[src/rtl/spt_pkg.sv]
`timescale 1ns / 1ps
// Shared types and constants for the servo position controller.
// No dependencies; used by spt_alu, spt_pid and the top level.
package spt_pkg;

	// Fixed controller constants
	localparam int MIN_STEP_MS    = 10;
	localparam int INTEGRAL_LIMIT = 1000;
	localparam int ADC_BITS       = 10;

	localparam int READ_W = 10;
	localparam logic [READ_W-1:0] ADC_MASK = READ_W'((64'd1 << ADC_BITS) - 64'd1);

	// Integral is held in position-milliseconds
	localparam int INTEG_LIM = INTEGRAL_LIMIT * 1000;
	localparam int INTEG_W   = $clog2(INTEG_LIM + 1) + 1;

	// Datapath of the shared unit: signed multiplier operands and accumulator
	localparam int MUL_W = 33;
	localparam int ACC_W = 56;
	localparam int LO_W  = 16;

	localparam int KP_SCALE  = 1000;
	localparam int KD_SCALE  = 1000000;
	localparam int DEN_SCALE = 256000;

	typedef logic signed [ACC_W-1:0] acc_t;

	typedef enum logic [1:0] {
		ALU_MUL,
		ALU_ADD,
		ALU_SUB
	} alu_op_t;

	typedef enum logic [2:0] {
		REG_PROP_GAIN,
		REG_INTEG_GAIN,
		REG_DERIV_GAIN,
		REG_DEAD_ZONE,
		REG_LOWEST_POS,
		REG_HIGHEST_POS,
		REG_CURRENT_CEIL,
		REG_SUPPLY_WINDOW
	} cfg_reg_t;

	localparam logic [1:0] TRIP_NONE    = 2'd0;
	localparam logic [1:0] TRIP_CURRENT = 2'd1;
	localparam logic [1:0] TRIP_SUPPLY  = 2'd2;

	localparam logic [1:0] DIR_STOP    = 2'd0;
	localparam logic [1:0] DIR_FORWARD = 2'd1;
	localparam logic [1:0] DIR_REVERSE = 2'd2;

	typedef struct packed {
		logic [15:0] kp;
		logic [15:0] ki;
		logic [15:0] kd;
	} gains_t;

	typedef struct packed {
		logic                      done;
		logic signed [8:0]         speed;
		logic signed [INTEG_W-1:0] integ;
	} pid_res_t;

endpackage

[src/rtl/servo_position_pid_with_safety_trip.sv]
`timescale 1ns / 1ps
// Top level of the servo position controller: handshakes, configuration,
// power/control edges, target clamp, safety trip. Depends on spt_pkg, spt_pid.

// Takes one sample per input transaction and returns one status transaction
// for it. A sample that runs no PID step goes from capture through ST_EVAL to
// ST_EMIT; a sample that runs a PID step also passes through ST_BUSY. The step
// is 14 multiply, add and subtract operations on one shared multiplier-adder,
// then a restoring divide of up to 9 quotient bits, and in_ready stays low
// until the result is loaded into the output register. A finished result waits
// in the output register while the next sample is accepted. Configuration
// writes are taken at any time and should be made while no sample is in flight.
module servo_position_pid_with_safety_trip (
	input  logic              clk,
	input  logic              arst_n,
	input  logic              in_valid,
	output logic              in_ready,
	input  logic [15:0]       elapsed_ms,
	input  logic [9:0]        position_reading,
	input  logic [9:0]        current_reading,
	input  logic [9:0]        supply_reading,
	input  logic [9:0]        target_request,
	input  logic              control_request,
	input  logic              power_request,
	output logic              out_valid,
	input  logic              out_ready,
	output logic signed [8:0] drive_speed,
	output logic [1:0]        drive_direction,
	output logic [7:0]        drive_duty,
	output logic              powered,
	output logic              loop_active,
	output logic [1:0]        trip_cause,
	output logic signed [10:0] position_error,
	input  logic              cfg_valid,
	output logic              cfg_ready,
	input  logic [2:0]        cfg_index,
	input  logic [19:0]       cfg_data
);

	localparam int IW = spt_pkg::INTEG_W;

	typedef enum logic [1:0] {
		ST_IDLE,
		ST_EVAL,
		ST_BUSY,
		ST_EMIT
	} state_t;

	state_t state_q;

	// configuration
	logic [15:0] prop_gain_q, integ_gain_q, deriv_gain_q;
	logic [9:0]  dead_zone_q, lowest_q, highest_q, ceiling_q;
	logic [19:0] window_q;

	// controller state
	logic                  power_q, loop_q, prior_pwr_q, prior_ctl_q;
	logic [9:0]            held_target_q;
	logic signed [IW-1:0]  integ_q;
	logic signed [10:0]    prev_err_q;
	logic [15:0]           tss_q;
	logic signed [8:0]     speed_q;
	logic [1:0]            trip_q;

	// captured sample
	logic [15:0] elapsed_q;
	logic [9:0]  pos_q, cur_q, sup_q, req_q;
	logic        ctl_q, pwr_q;

	logic signed [10:0] err_q;
	logic [15:0]        dt_q;
	logic               start_q;

	// output register
	logic              out_valid_q;
	logic signed [8:0] drive_speed_q;
	logic [1:0]        drive_dir_q;
	logic [7:0]        drive_duty_q;
	logic              powered_q, loop_active_q;
	logic [1:0]        trip_out_q;
	logic signed [10:0] pos_err_q;

	// next-state values for one sample
	logic [16:0]          tss_sum;
	logic [15:0]          nx_tss, step_dt;
	logic                 nx_power, nx_loop, just_on, run_step, launch;
	logic signed [8:0]    nx_speed;
	logic [1:0]           nx_trip;
	logic signed [IW-1:0] nx_integ;
	logic signed [10:0]   nx_prev, err;
	logic [9:0]           tgt, pos_m, cur_m, sup_m;
	logic [10:0]          err_abs;
	logic [8:0]           spd_abs;

	spt_pkg::gains_t   gains;
	spt_pkg::pid_res_t pid_res;

	assign gains.kp = prop_gain_q;
	assign gains.ki = integ_gain_q;
	assign gains.kd = deriv_gain_q;

	spt_pid u_pid (
		.clk    (clk),
		.arst_n (arst_n),
		.start  (start_q),
		.err    (err_q),
		.prev   (prev_err_q),
		.dt     (dt_q),
		.integ  (integ_q),
		.gains  (gains),
		.res    (pid_res)
	);

	always_comb begin
		pos_m = pos_q & spt_pkg::ADC_MASK;
		cur_m = cur_q & spt_pkg::ADC_MASK;
		sup_m = sup_q & spt_pkg::ADC_MASK;

		tss_sum  = {1'b0, tss_q} + {1'b0, elapsed_q};
		nx_tss   = tss_q;
		if (power_q && loop_q) begin
			nx_tss = tss_sum[16] ? 16'hFFFF : tss_sum[15:0];
		end
		nx_power = power_q;
		nx_loop  = loop_q;
		nx_speed = speed_q;
		nx_trip  = trip_q;
		nx_integ = integ_q;
		nx_prev  = prev_err_q;
		just_on  = 1'b0;

		if (pwr_q && !prior_pwr_q) begin
			if (!power_q) begin
				nx_power = 1'b1;
				nx_trip  = spt_pkg::TRIP_NONE;
			end
		end else if (!pwr_q && prior_pwr_q) begin
			nx_power = 1'b0;
			nx_loop  = 1'b0;
			nx_speed = '0;
		end

		if (ctl_q && !prior_ctl_q) begin
			if (nx_power) begin
				nx_loop  = 1'b1;
				nx_integ = '0;
				nx_prev  = '0;
				nx_tss   = '0;
				just_on  = 1'b1;
			end
		end else if (!ctl_q && prior_ctl_q) begin
			nx_loop  = 1'b0;
			nx_speed = '0;
		end

		// low bound wins for low requests when the bounds cross
		if (req_q < lowest_q) begin
			tgt = lowest_q;
		end else if (req_q > highest_q) begin
			tgt = highest_q;
		end else begin
			tgt = req_q;
		end
		if (tgt != held_target_q) begin
			nx_integ = '0;
		end

		if (nx_power) begin
			if (cur_m > ceiling_q) begin
				nx_trip  = spt_pkg::TRIP_CURRENT;
				nx_power = 1'b0;
				nx_loop  = 1'b0;
				nx_speed = '0;
			end else if (sup_m < window_q[9:0] || sup_m > window_q[19:10]) begin
				nx_trip  = spt_pkg::TRIP_SUPPLY;
				nx_power = 1'b0;
				nx_loop  = 1'b0;
				nx_speed = '0;
			end
		end

		err     = $signed({1'b0, tgt}) - $signed({1'b0, pos_m});
		err_abs = err[10] ? 11'(-err) : 11'(err);

		step_dt  = nx_tss;
		run_step = nx_power && nx_loop && !just_on && (nx_tss >= 16'(spt_pkg::MIN_STEP_MS));
		launch   = 1'b0;
		if (run_step) begin
			nx_tss = '0;
			if (err_abs < {1'b0, dead_zone_q}) begin
				nx_speed = '0;
			end else begin
				launch = 1'b1;
			end
		end

		spd_abs = speed_q[8] ? 9'(-speed_q) : 9'(speed_q);
	end

	always_ff @(posedge clk or negedge arst_n) begin
		if (!arst_n) begin
			state_q       <= ST_IDLE;
			prop_gain_q   <= 16'd256;
			integ_gain_q  <= '0;
			deriv_gain_q  <= '0;
			dead_zone_q   <= 10'd5;
			lowest_q      <= '0;
			highest_q     <= 10'd1023;
			ceiling_q     <= 10'd102;
			window_q      <= 20'd1047552;
			power_q       <= 1'b0;
			loop_q        <= 1'b0;
			prior_pwr_q   <= 1'b0;
			prior_ctl_q   <= 1'b0;
			held_target_q <= 10'd512;
			integ_q       <= '0;
			prev_err_q    <= '0;
			tss_q         <= '0;
			speed_q       <= '0;
			trip_q        <= spt_pkg::TRIP_NONE;
			elapsed_q     <= '0;
			pos_q         <= '0;
			cur_q         <= '0;
			sup_q         <= '0;
			req_q         <= '0;
			ctl_q         <= 1'b0;
			pwr_q         <= 1'b0;
			err_q         <= '0;
			dt_q          <= '0;
			start_q       <= 1'b0;
			out_valid_q   <= 1'b0;
			drive_speed_q <= '0;
			drive_dir_q   <= spt_pkg::DIR_STOP;
			drive_duty_q  <= '0;
			powered_q     <= 1'b0;
			loop_active_q <= 1'b0;
			trip_out_q    <= spt_pkg::TRIP_NONE;
			pos_err_q     <= '0;
		end else begin
			if (cfg_valid) begin
				case (cfg_index)
					spt_pkg::REG_PROP_GAIN:     prop_gain_q  <= cfg_data[15:0];
					spt_pkg::REG_INTEG_GAIN:    integ_gain_q <= cfg_data[15:0];
					spt_pkg::REG_DERIV_GAIN:    deriv_gain_q <= cfg_data[15:0];
					spt_pkg::REG_DEAD_ZONE:     dead_zone_q  <= cfg_data[9:0];
					spt_pkg::REG_LOWEST_POS:    lowest_q     <= cfg_data[9:0];
					spt_pkg::REG_HIGHEST_POS:   highest_q    <= cfg_data[9:0];
					spt_pkg::REG_CURRENT_CEIL:  ceiling_q    <= cfg_data[9:0];
					spt_pkg::REG_SUPPLY_WINDOW: window_q     <= cfg_data;
					default: ;
				endcase
			end

			// in ST_EMIT the output register is reloaded below instead
			if (out_valid_q && out_ready && state_q != ST_EMIT) begin
				out_valid_q <= 1'b0;
			end

			case (state_q)
				ST_IDLE: begin
					if (in_valid) begin
						elapsed_q <= elapsed_ms;
						pos_q     <= position_reading;
						cur_q     <= current_reading;
						sup_q     <= supply_reading;
						req_q     <= target_request;
						ctl_q     <= control_request;
						pwr_q     <= power_request;
						state_q   <= ST_EVAL;
					end
				end
				ST_EVAL: begin
					power_q       <= nx_power;
					loop_q        <= nx_loop;
					prior_pwr_q   <= pwr_q;
					prior_ctl_q   <= ctl_q;
					held_target_q <= tgt;
					integ_q       <= nx_integ;
					prev_err_q    <= nx_prev;
					tss_q         <= nx_tss;
					speed_q       <= nx_speed;
					trip_q        <= nx_trip;
					err_q         <= err;
					dt_q          <= step_dt;
					start_q       <= launch;
					state_q       <= launch ? ST_BUSY : ST_EMIT;
				end
				ST_BUSY: begin
					start_q <= 1'b0;
					if (pid_res.done) begin
						speed_q    <= pid_res.speed;
						integ_q    <= pid_res.integ;
						prev_err_q <= err_q;
						state_q    <= ST_EMIT;
					end
				end
				ST_EMIT: begin
					if (!out_valid_q || out_ready) begin
						out_valid_q   <= 1'b1;
						drive_speed_q <= speed_q;
						drive_duty_q  <= spd_abs[7:0];
						if (speed_q[8]) begin
							drive_dir_q <= spt_pkg::DIR_REVERSE;
						end else if (speed_q != 9'sd0) begin
							drive_dir_q <= spt_pkg::DIR_FORWARD;
						end else begin
							drive_dir_q <= spt_pkg::DIR_STOP;
						end
						powered_q     <= power_q;
						loop_active_q <= loop_q;
						trip_out_q    <= trip_q;
						pos_err_q     <= err_q;
						state_q       <= ST_IDLE;
					end
				end
				default: state_q <= ST_IDLE;
			endcase
		end
	end

	assign in_ready        = (state_q == ST_IDLE);
	assign cfg_ready       = 1'b1;
	assign out_valid       = out_valid_q;
	assign drive_speed     = drive_speed_q;
	assign drive_direction = drive_dir_q;
	assign drive_duty      = drive_duty_q;
	assign powered         = powered_q;
	assign loop_active     = loop_active_q;
	assign trip_cause      = trip_out_q;
	assign position_error  = pos_err_q;

endmodule

[src/rtl/spt_alu.sv]
`timescale 1ns / 1ps
// Shared arithmetic unit: signed multiply, add or subtract, result registered.
// Depends on spt_pkg.
module spt_alu (
	input  logic              clk,
	input  logic              arst_n,
	input  spt_pkg::alu_op_t  op,
	input  spt_pkg::acc_t     a,
	input  spt_pkg::acc_t     b,
	output spt_pkg::acc_t     res
);

	logic signed [2*spt_pkg::MUL_W-1:0] prod;
	spt_pkg::acc_t                      res_d;
	spt_pkg::acc_t                      res_q;

	always_comb begin
		prod  = $signed(a[spt_pkg::MUL_W-1:0]) * $signed(b[spt_pkg::MUL_W-1:0]);
		case (op)
			spt_pkg::ALU_MUL: res_d = prod[spt_pkg::ACC_W-1:0];
			spt_pkg::ALU_ADD: res_d = a + b;
			spt_pkg::ALU_SUB: res_d = a - b;
			default:          res_d = '0;
		endcase
	end

	always_ff @(posedge clk or negedge arst_n) begin
		if (!arst_n) begin
			res_q <= '0;
		end else begin
			res_q <= res_d;
		end
	end

	assign res = res_q;

endmodule

[src/rtl/spt_pid.sv]
`timescale 1ns / 1ps
// PID step sequencer: integral update, gain products and a restoring divide,
// all through one shared spt_alu. Depends on spt_pkg and spt_alu.
module spt_pid (
	input  logic                              clk,
	input  logic                              arst_n,
	input  logic                              start,
	input  logic signed [10:0]                err,
	input  logic signed [10:0]                prev,
	input  logic [15:0]                       dt,
	input  logic signed [spt_pkg::INTEG_W-1:0] integ,
	input  spt_pkg::gains_t                   gains,
	output spt_pkg::pid_res_t                 res
);

	localparam int ACC_W = spt_pkg::ACC_W;
	localparam logic [3:0] DIV_TOP = 4'd8;
	localparam spt_pkg::acc_t LIM_HI = ACC_W'(spt_pkg::INTEG_LIM);
	localparam spt_pkg::acc_t LIM_LO = -LIM_HI;

	typedef enum logic [4:0] {
		P_IDLE, P_DEN, P_IMUL, P_IADD, P_KPE, P_KP1K, P_KII, P_ASUM, P_AHI,
		P_ALO, P_ADTSUM, P_KDE, P_KD1M, P_NUM, P_ABS, P_SEL, P_DSUB, P_DCHK, P_DONE
	} pstate_t;

	pstate_t                           state_q;
	spt_pkg::alu_op_t                  op;
	spt_pkg::acc_t                     op_a;
	spt_pkg::acc_t                     op_b;
	spt_pkg::acc_t                     alu_res;
	spt_pkg::acc_t                     den_q;
	spt_pkg::acc_t                     acc_q;
	spt_pkg::acc_t                     rem_q;
	logic                              neg_q;
	logic [3:0]                        cnt_q;
	logic [7:0]                        quo_q;
	logic signed [spt_pkg::INTEG_W-1:0] integ_new_q;
	logic signed [spt_pkg::INTEG_W-1:0] integ_clamped;
	logic signed [11:0]                de;
	logic signed [8:0]                 quo_s;

	spt_alu u_alu (
		.clk    (clk),
		.arst_n (arst_n),
		.op     (op),
		.a      (op_a),
		.b      (op_b),
		.res    (alu_res)
	);

	assign de = 12'(err) - 12'(prev);

	always_comb begin
		if (alu_res > LIM_HI) begin
			integ_clamped = spt_pkg::INTEG_W'(LIM_HI);
		end else if (alu_res < LIM_LO) begin
			integ_clamped = spt_pkg::INTEG_W'(LIM_LO);
		end else begin
			integ_clamped = spt_pkg::INTEG_W'(alu_res);
		end
	end

	// Each state issues one op; its result is read in the following state.
	always_comb begin
		op   = spt_pkg::ALU_ADD;
		op_a = '0;
		op_b = '0;
		case (state_q)
			P_DEN: begin
				op = spt_pkg::ALU_MUL; op_a = ACC_W'(dt); op_b = ACC_W'(spt_pkg::DEN_SCALE);
			end
			P_IMUL: begin
				op = spt_pkg::ALU_MUL; op_a = ACC_W'(err); op_b = ACC_W'(dt);
			end
			P_IADD: begin
				op = spt_pkg::ALU_ADD; op_a = ACC_W'(integ); op_b = alu_res;
			end
			P_KPE: begin
				op = spt_pkg::ALU_MUL; op_a = ACC_W'(gains.kp); op_b = ACC_W'(err);
			end
			P_KP1K: begin
				op = spt_pkg::ALU_MUL; op_a = alu_res; op_b = ACC_W'(spt_pkg::KP_SCALE);
			end
			P_KII: begin
				op = spt_pkg::ALU_MUL; op_a = ACC_W'(gains.ki); op_b = ACC_W'(integ_new_q);
			end
			P_ASUM: begin
				op = spt_pkg::ALU_ADD; op_a = acc_q; op_b = alu_res;
			end
			P_AHI: begin
				// upper part of (Kp*e*1000 + Ki*I), times dt
				op = spt_pkg::ALU_MUL; op_a = alu_res >>> spt_pkg::LO_W; op_b = ACC_W'(dt);
			end
			P_ALO: begin
				op = spt_pkg::ALU_MUL; op_a = ACC_W'(acc_q[spt_pkg::LO_W-1:0]);
				op_b = ACC_W'(dt);
			end
			P_ADTSUM: begin
				op = spt_pkg::ALU_ADD; op_a = acc_q; op_b = alu_res;
			end
			P_KDE: begin
				op = spt_pkg::ALU_MUL; op_a = ACC_W'(gains.kd); op_b = ACC_W'(de);
			end
			P_KD1M: begin
				op = spt_pkg::ALU_MUL; op_a = alu_res; op_b = ACC_W'(spt_pkg::KD_SCALE);
			end
			P_NUM: begin
				op = spt_pkg::ALU_ADD; op_a = acc_q; op_b = alu_res;
			end
			P_ABS: begin
				op = spt_pkg::ALU_SUB; op_a = '0; op_b = alu_res;
			end
			P_DSUB: begin
				op = spt_pkg::ALU_SUB; op_a = rem_q; op_b = den_q << cnt_q;
			end
			default: begin
				op = spt_pkg::ALU_ADD;
			end
		endcase
	end

	always_ff @(posedge clk or negedge arst_n) begin
		if (!arst_n) begin
			state_q     <= P_IDLE;
			den_q       <= '0;
			acc_q       <= '0;
			rem_q       <= '0;
			neg_q       <= 1'b0;
			cnt_q       <= '0;
			quo_q       <= '0;
			integ_new_q <= '0;
		end else begin
			case (state_q)
				P_IDLE: begin
					if (start) begin
						state_q <= P_DEN;
					end
				end
				P_DEN:  state_q <= P_IMUL;
				P_IMUL: begin
					den_q   <= alu_res;
					state_q <= P_IADD;
				end
				P_IADD: state_q <= P_KPE;
				P_KPE: begin
					integ_new_q <= integ_clamped;
					state_q     <= P_KP1K;
				end
				P_KP1K: state_q <= P_KII;
				P_KII: begin
					acc_q   <= alu_res;
					state_q <= P_ASUM;
				end
				P_ASUM: state_q <= P_AHI;
				P_AHI: begin
					acc_q   <= alu_res;
					state_q <= P_ALO;
				end
				P_ALO: begin
					acc_q   <= alu_res <<< spt_pkg::LO_W;
					state_q <= P_ADTSUM;
				end
				P_ADTSUM: state_q <= P_KDE;
				P_KDE: begin
					acc_q   <= alu_res;
					state_q <= P_KD1M;
				end
				P_KD1M: state_q <= P_NUM;
				P_NUM:  state_q <= P_ABS;
				P_ABS: begin
					neg_q   <= alu_res[ACC_W-1];
					rem_q   <= alu_res;
					state_q <= P_SEL;
				end
				P_SEL: begin
					if (neg_q) begin
						rem_q <= alu_res;
					end
					cnt_q   <= DIV_TOP;
					quo_q   <= '0;
					state_q <= P_DSUB;
				end
				P_DSUB: state_q <= P_DCHK;
				P_DCHK: begin
					if (!alu_res[ACC_W-1]) begin
						rem_q <= alu_res;
					end
					if (cnt_q == DIV_TOP) begin
						// quotient of 256 or more saturates
						if (!alu_res[ACC_W-1]) begin
							quo_q   <= '1;
							state_q <= P_DONE;
						end else begin
							cnt_q   <= cnt_q - 4'd1;
							state_q <= P_DSUB;
						end
					end else begin
						quo_q[cnt_q[2:0]] <= !alu_res[ACC_W-1];
						if (cnt_q == 4'd0) begin
							state_q <= P_DONE;
						end else begin
							cnt_q   <= cnt_q - 4'd1;
							state_q <= P_DSUB;
						end
					end
				end
				P_DONE:  state_q <= P_IDLE;
				default: state_q <= P_IDLE;
			endcase
		end
	end

	assign quo_s     = $signed({1'b0, quo_q});
	assign res.done  = (state_q == P_DONE);
	assign res.speed = neg_q ? -quo_s : quo_s;
	assign res.integ = integ_new_q;

endmodule

[config.mk]
export PLATFORM = sky130hd
export DESIGN_NAME = servo_position_pid_with_safety_trip
export DESIGN_NICKNAME = d
export VERILOG_FILES = /design/src/rtl/spt_pkg.sv /design/src/rtl/servo_position_pid_with_safety_trip.sv /design/src/rtl/spt_alu.sv /design/src/rtl/spt_pid.sv
export SDC_FILE = /design/constraint.sdc
export NUM_CORES = 2
export LEC_CHECK = 0
export ABC_AREA = 1
export ABC_CLOCK_PERIOD_IN_PS = 22400
export BUFFER_PORTS_ARGS = -buffer_cell sky130_fd_sc_hd__buf_4
export CAP_MARGIN = 20
export CORE_ASPECT_RATIO = 1.4
export CORE_MARGIN = 2
export CORE_UTILIZATION = 65
export CTS_CLUSTER_DIAMETER = 50
export DETAILED_ROUTE_END_ITERATION = 10
export GPL_TIMING_DRIVEN = 0
export PLACE_DENSITY = 0.91
export SLEW_MARGIN = 20
export SYNTH_ARGS = -nofsm -noshare
export SYNTH_HDL_FRONTEND = slang
export SYNTH_SLANG_ARGS = --single-unit
[constraint.sdc]
create_clock -name clk -period 22.4 [get_ports clk]
set_input_delay 1.12 -clock clk [delete_from_list [all_inputs] [get_ports clk]]
set_output_delay 1.12 -clock clk [all_outputs]
set_load 0.01 [all_outputs]
==> flow_summary.json, run 1 <==
{
  "haltStage": "global routing",
  "first_global_vias": 75400,
  "grt.total_usage": 0.620,
  "postSynth.asyncResetShare": 1.00,
  "clockBufferDepth": 3,
  "run_status": "stopped before the end",
  "postCtsSetupBuffers": 0,
  "die_h_um": 396,
  "netlist_area_um2": 71200,
  "cts_root_buffer": "clkbuf_16",
  "avgSynthCellArea_um2": 7.83,
  "synth_ff_type": "dfrtp_1",
  "inserted_clock_buffers": 49,
  "ys_seq_area_frac": 0.199,
  "gpl.final_weighted_congestion": 1.19,
  "hpwlAfterDp_um": 257000,
  "cts-resized-gates": 0,
  "synth.top_cell.area_share": 0.286,
  "synth-edff-count": 0,
  "postCtsHoldBufs": 0,
  "grt_max_degree": 105,
  "rows": 143,
  "synth_seq_cells": 565,
  "first_pass_grt_wire_length_um": 504000,
  "most_instantiated_cells_after_synthesis": "nand2_1 (2165), inv_1 (1792), fa_1 (1019)",
  "floorplan.die.width_um": 284,
  "grt-ovfl-total": 8,
  "synthesis.instances": 9092,
  "number_of_clock_sinks": 565,
  "netlist.top_cell.by_area": "fa_1",
  "floorplan.initialDensity": 0.656,
  "yosysMostFrequentCell": "nand2_1",
  "boundaryPins": 123,
  "stop_error": "[ERROR GRT-0116] Global routing finished with congestion. Check the congestion regions in the DRC Viewer.",
  "top_area_cells_in_the_synthesized_netlist": "fa_1 (29%), dfrtp_1 (19%), nand2_1 (11%)",
  "synth_cell_type_count": 74,
  "postPlaceCellArea_um2": 74300,
  "place.port_buffers": 121,
  "number_of_synthesis_warnings": 0,
  "cts.htree.levels": 2,
  "synth.net_count": 10600,
  "dp.cells": 10700
}
==> stage by stage <==
stage	hold slack, ns	util	setup slack, ns
CTS	0.478	0.700	10.58
detailed placement	0.460	0.684	10.61
global placement	0.457	0.681	10.06
floorplan	0.442	-	13.84
==> layer usage <==
metal,GRT usage,GRT overflow
met5,0.0349,0
met4,0.707,3
met3,0.331,0
met2,0.898,5
met1,0.584,0
==> kinds of logic after synthesis <==
logic type      count (synthesis)  synth area share
simple gates                 3373             0.195
other cells                     1         0.0000527
fa+ha+maj                    1375             0.349
compound gates               1349             0.111
buf+inv                      2236             0.120
mux                            51           0.00794
flops                         565             0.199
xor+xnor                      142            0.0175
==> inputs of run 2 (changes only) <==
--- a/config.mk
+++ b/config.mk
@@ -9,13 +9,11 @@
 export ABC_CLOCK_PERIOD_IN_PS = 22400
 export BUFFER_PORTS_ARGS = -buffer_cell sky130_fd_sc_hd__buf_4
 export CAP_MARGIN = 20
-export CORE_ASPECT_RATIO = 1.4
 export CORE_MARGIN = 2
-export CORE_UTILIZATION = 65
-export CTS_CLUSTER_DIAMETER = 50
+export CORE_UTILIZATION = 40
 export DETAILED_ROUTE_END_ITERATION = 10
 export GPL_TIMING_DRIVEN = 0
-export PLACE_DENSITY = 0.91
+export PLACE_DENSITY_LB_ADDON = 0.15
 export SLEW_MARGIN = 20
 export SYNTH_ARGS = -nofsm -noshare
 export SYNTH_HDL_FRONTEND = slang
==> run 2 against run 1 <==
The flow now finishes without violations. Area after synthesis unchanged. Synthesized cell count is the same.
==> flow_summary.json, run 2 <==
{
  "synth.net_count": 10600,
  "gpl.final_weighted_congestion": 1.01,
  "postCtsSetupBuffers": 0,
  "core_region_area_um2": 176000,
  "most_instantiated_cells_after_synthesis": "nand2_1 (2165), inv_1 (1792), fa_1 (1019)",
  "timing_max_transition_violations_final": 0,
  "first_global_vias": 65100,
  "number_of_synthesis_warnings": 0,
  "grt_antenna_before_repair": 19,
  "max_cap_violations": 0,
  "crit_type": "register to register",
  "via_count": 65600,
  "cts.htree.levels": 3,
  "cp_num_buf_inv": 11,
  "setup_violations": 0,
  "layout.cells.most_common_list": "nand2_1 (2165), inv_1 (1792), fa_1 (1019)",
  "finClkSkew_ns": 0.0442,
  "final_hold_viol_count": 0,
  "number_of_clock_sinks": 565,
  "grt-ovfl-total": 0,
  "post_route_cells_drive_above_1_share": 0.0641,
  "timing.hold.worst.class": "input port to asynchronous set/reset pin",
  "clock.fmax_mhz": 79.5,
  "rows": 154,
  "critical-path-slowest-cell": "clkbuf_1",
  "synth_cell_type_count": 74,
  "postSynth.asyncResetShare": 1.00,
  "path_common_cell": "nand2_1",
  "tritoncts": "done",
  "grt_max_degree": 84,
  "category_of_the_worst_setup_path_capture_point": "register",
  "max_slew_margin": 0.138,
  "arr_time_crit_path_ns": 13.17,
  "place.port_buffers": 121,
  "boundaryPins": 123,
  "layout_commonest_cell": "nand2_1",
  "floorplan.die.width_um": 426,
  "cts-resized-gates": 0,
  "cts_root_buffer": "clkbuf_16",
  "worstPathMaxFanout": 10,
  "final_routed_drc_violation_total": 0,
  "routed_via_density": 5.59,
  "crit_path_setup_slack_layout_ns": 9.82,
  "inserted_clock_buffers": 68,
  "dieArea_um2": 181000,
  "netlist_area_um2": 71200,
  "die_h_um": 426,
  "ys_seq_area_frac": 0.199,
  "wl_per_cell_um": 27.1,
  "floorplan.initialDensity": 0.403,
  "synth_seq_cells": 565,
  "fillerInstances": 18300,
  "cp_top_family": "adder cells",
  "drt_pre_antenna_iters": 6,
  "reg2reg_depth": 40,
  "critPathLaunchType": "register",
  "post_layout_min_period_ns": 12.58,
  "finalSetupTns_ns": 0,
  "synth-edff-count": 0,
  "synth_ff_type": "dfrtp_1",
  "detail_route.wirelength_um": 317000,
  "avgSynthCellArea_um2": 7.83,
  "hpwlAfterDp_um": 264000,
  "yosysMostFrequentCell": "nand2_1",
  "dpl_worst_slack_ns": 10.18,
  "run_status": "finished, final reports clean",
  "grt_setup_unrepaired": "no",
  "ant_nets": 0,
  "fin_crit_sh": 0.562,
  "clockBufferDepth": 3,
  "netlist.top_cell.by_area": "fa_1",
  "first_pass_grt_wire_length_um": 459000,
  "top_area_cells_in_the_synthesized_netlist": "fa_1 (29%), dfrtp_1 (19%), nand2_1 (11%)",
  "tightest_slew_ns": 1.29,
  "area_growth_syn_to_layout_pct": 10.1,
  "grt.total_usage": 0.351,
  "postCtsHoldBufs": 0,
  "drt-initial-drc-count": 7591,
  "synth.top_cell.area_share": 0.286,
  "crit_path_max_incr_delay_ns": 0.88,
  "synthesis.instances": 9092,
  "worstPathRequired_ns": 22.99,
  "clk_pin_slew_worst_paths_ns": 0.06,
  "layout.nets": 10800,
  "clk-insertion-delay-late_ns": 0.68,
  "cp.depth": 40
}
[run 2: cell type report]
cell class,count,area [µm²],share of cell area
Multi-Input combinational cell,6291,48500,0.619
Sequential cell,565,14200,0.181
Inverter,1850,6960,0.0888
Tap cell,2340,2930,0.0374
Clock buffer,87,1920,0.0245
Buffer,386,1640,0.0209
Timing Repair Buffer,169,1600,0.0204
Clock inverter,38,596,0.00760
Antenna cell,7,17.5,0.000224
[run 2: logic make-up (layout without fill, tap and decap cells)]
kind of cell / count (synthesis) / in the layout / synth area share
adder cells (fa/ha/maj): 1375 / 1375 / 0.349
multiplexers: 51 / 51 / 0.00794
AO/OA/AOI/OAI: 1349 / 1349 / 0.111
buffers and inverters: 2236 / 2530 / 0.120
AND/OR/NAND/NOR: 3373 / 3373 / 0.195
other: 1 / 8 / 0.0000527
XOR/XNOR: 142 / 142 / 0.0175
flip-flops: 565 / 565 / 0.199
[run 2: routing by layer]
layer	vias up	share of wire	wire, µm	track usage
met5	-	0.00052	165	0.00212
met4	18	0.045	14100	0.129
met3	584	0.11	34100	0.0962
met2	3213	0.41	131000	0.501
met1	33100	0.44	139000	0.505
li1	28600	-	-	-
[run 2: path summary, 6_finish.rpt]
path                                  start                   to  slack, ns
setup / recovery           u_pid.state_q[4]  u_pid.u_alu.res[54]       9.82
hold / removal                       arst_n       drive_speed[4]       0.42
setup reg to reg           u_pid.state_q[4]  u_pid.u_alu.res[54]       9.82
hold reg to reg                 integ_q[20]          integ_q[20]       0.48
max in group asynchronous            arst_n         ceiling_q[2]      20.24
min in group clk                integ_q[20]          integ_q[20]       0.48
[run 2: per-stage QoR]
stage / util / area (µm²) / hold slack, ns / cells
final: 0.444 / 78400 / 0.421 / 11700
after global routing: 0.444 / 78400 / 0.454 / 11700
after CTS: 0.444 / 78300 / 0.429 / 11700
after detailed placement: 0.430 / 75800 / 0.465 / 11600
after global placement: 0.425 / 75000 / 0.459 / 11600
after floorplan: - / 71200 / 0.442 / 9092
Power of run 2 is not shown: default switching activity piles up to over one toggle a cycle in this logic, so the estimate is an artifact.
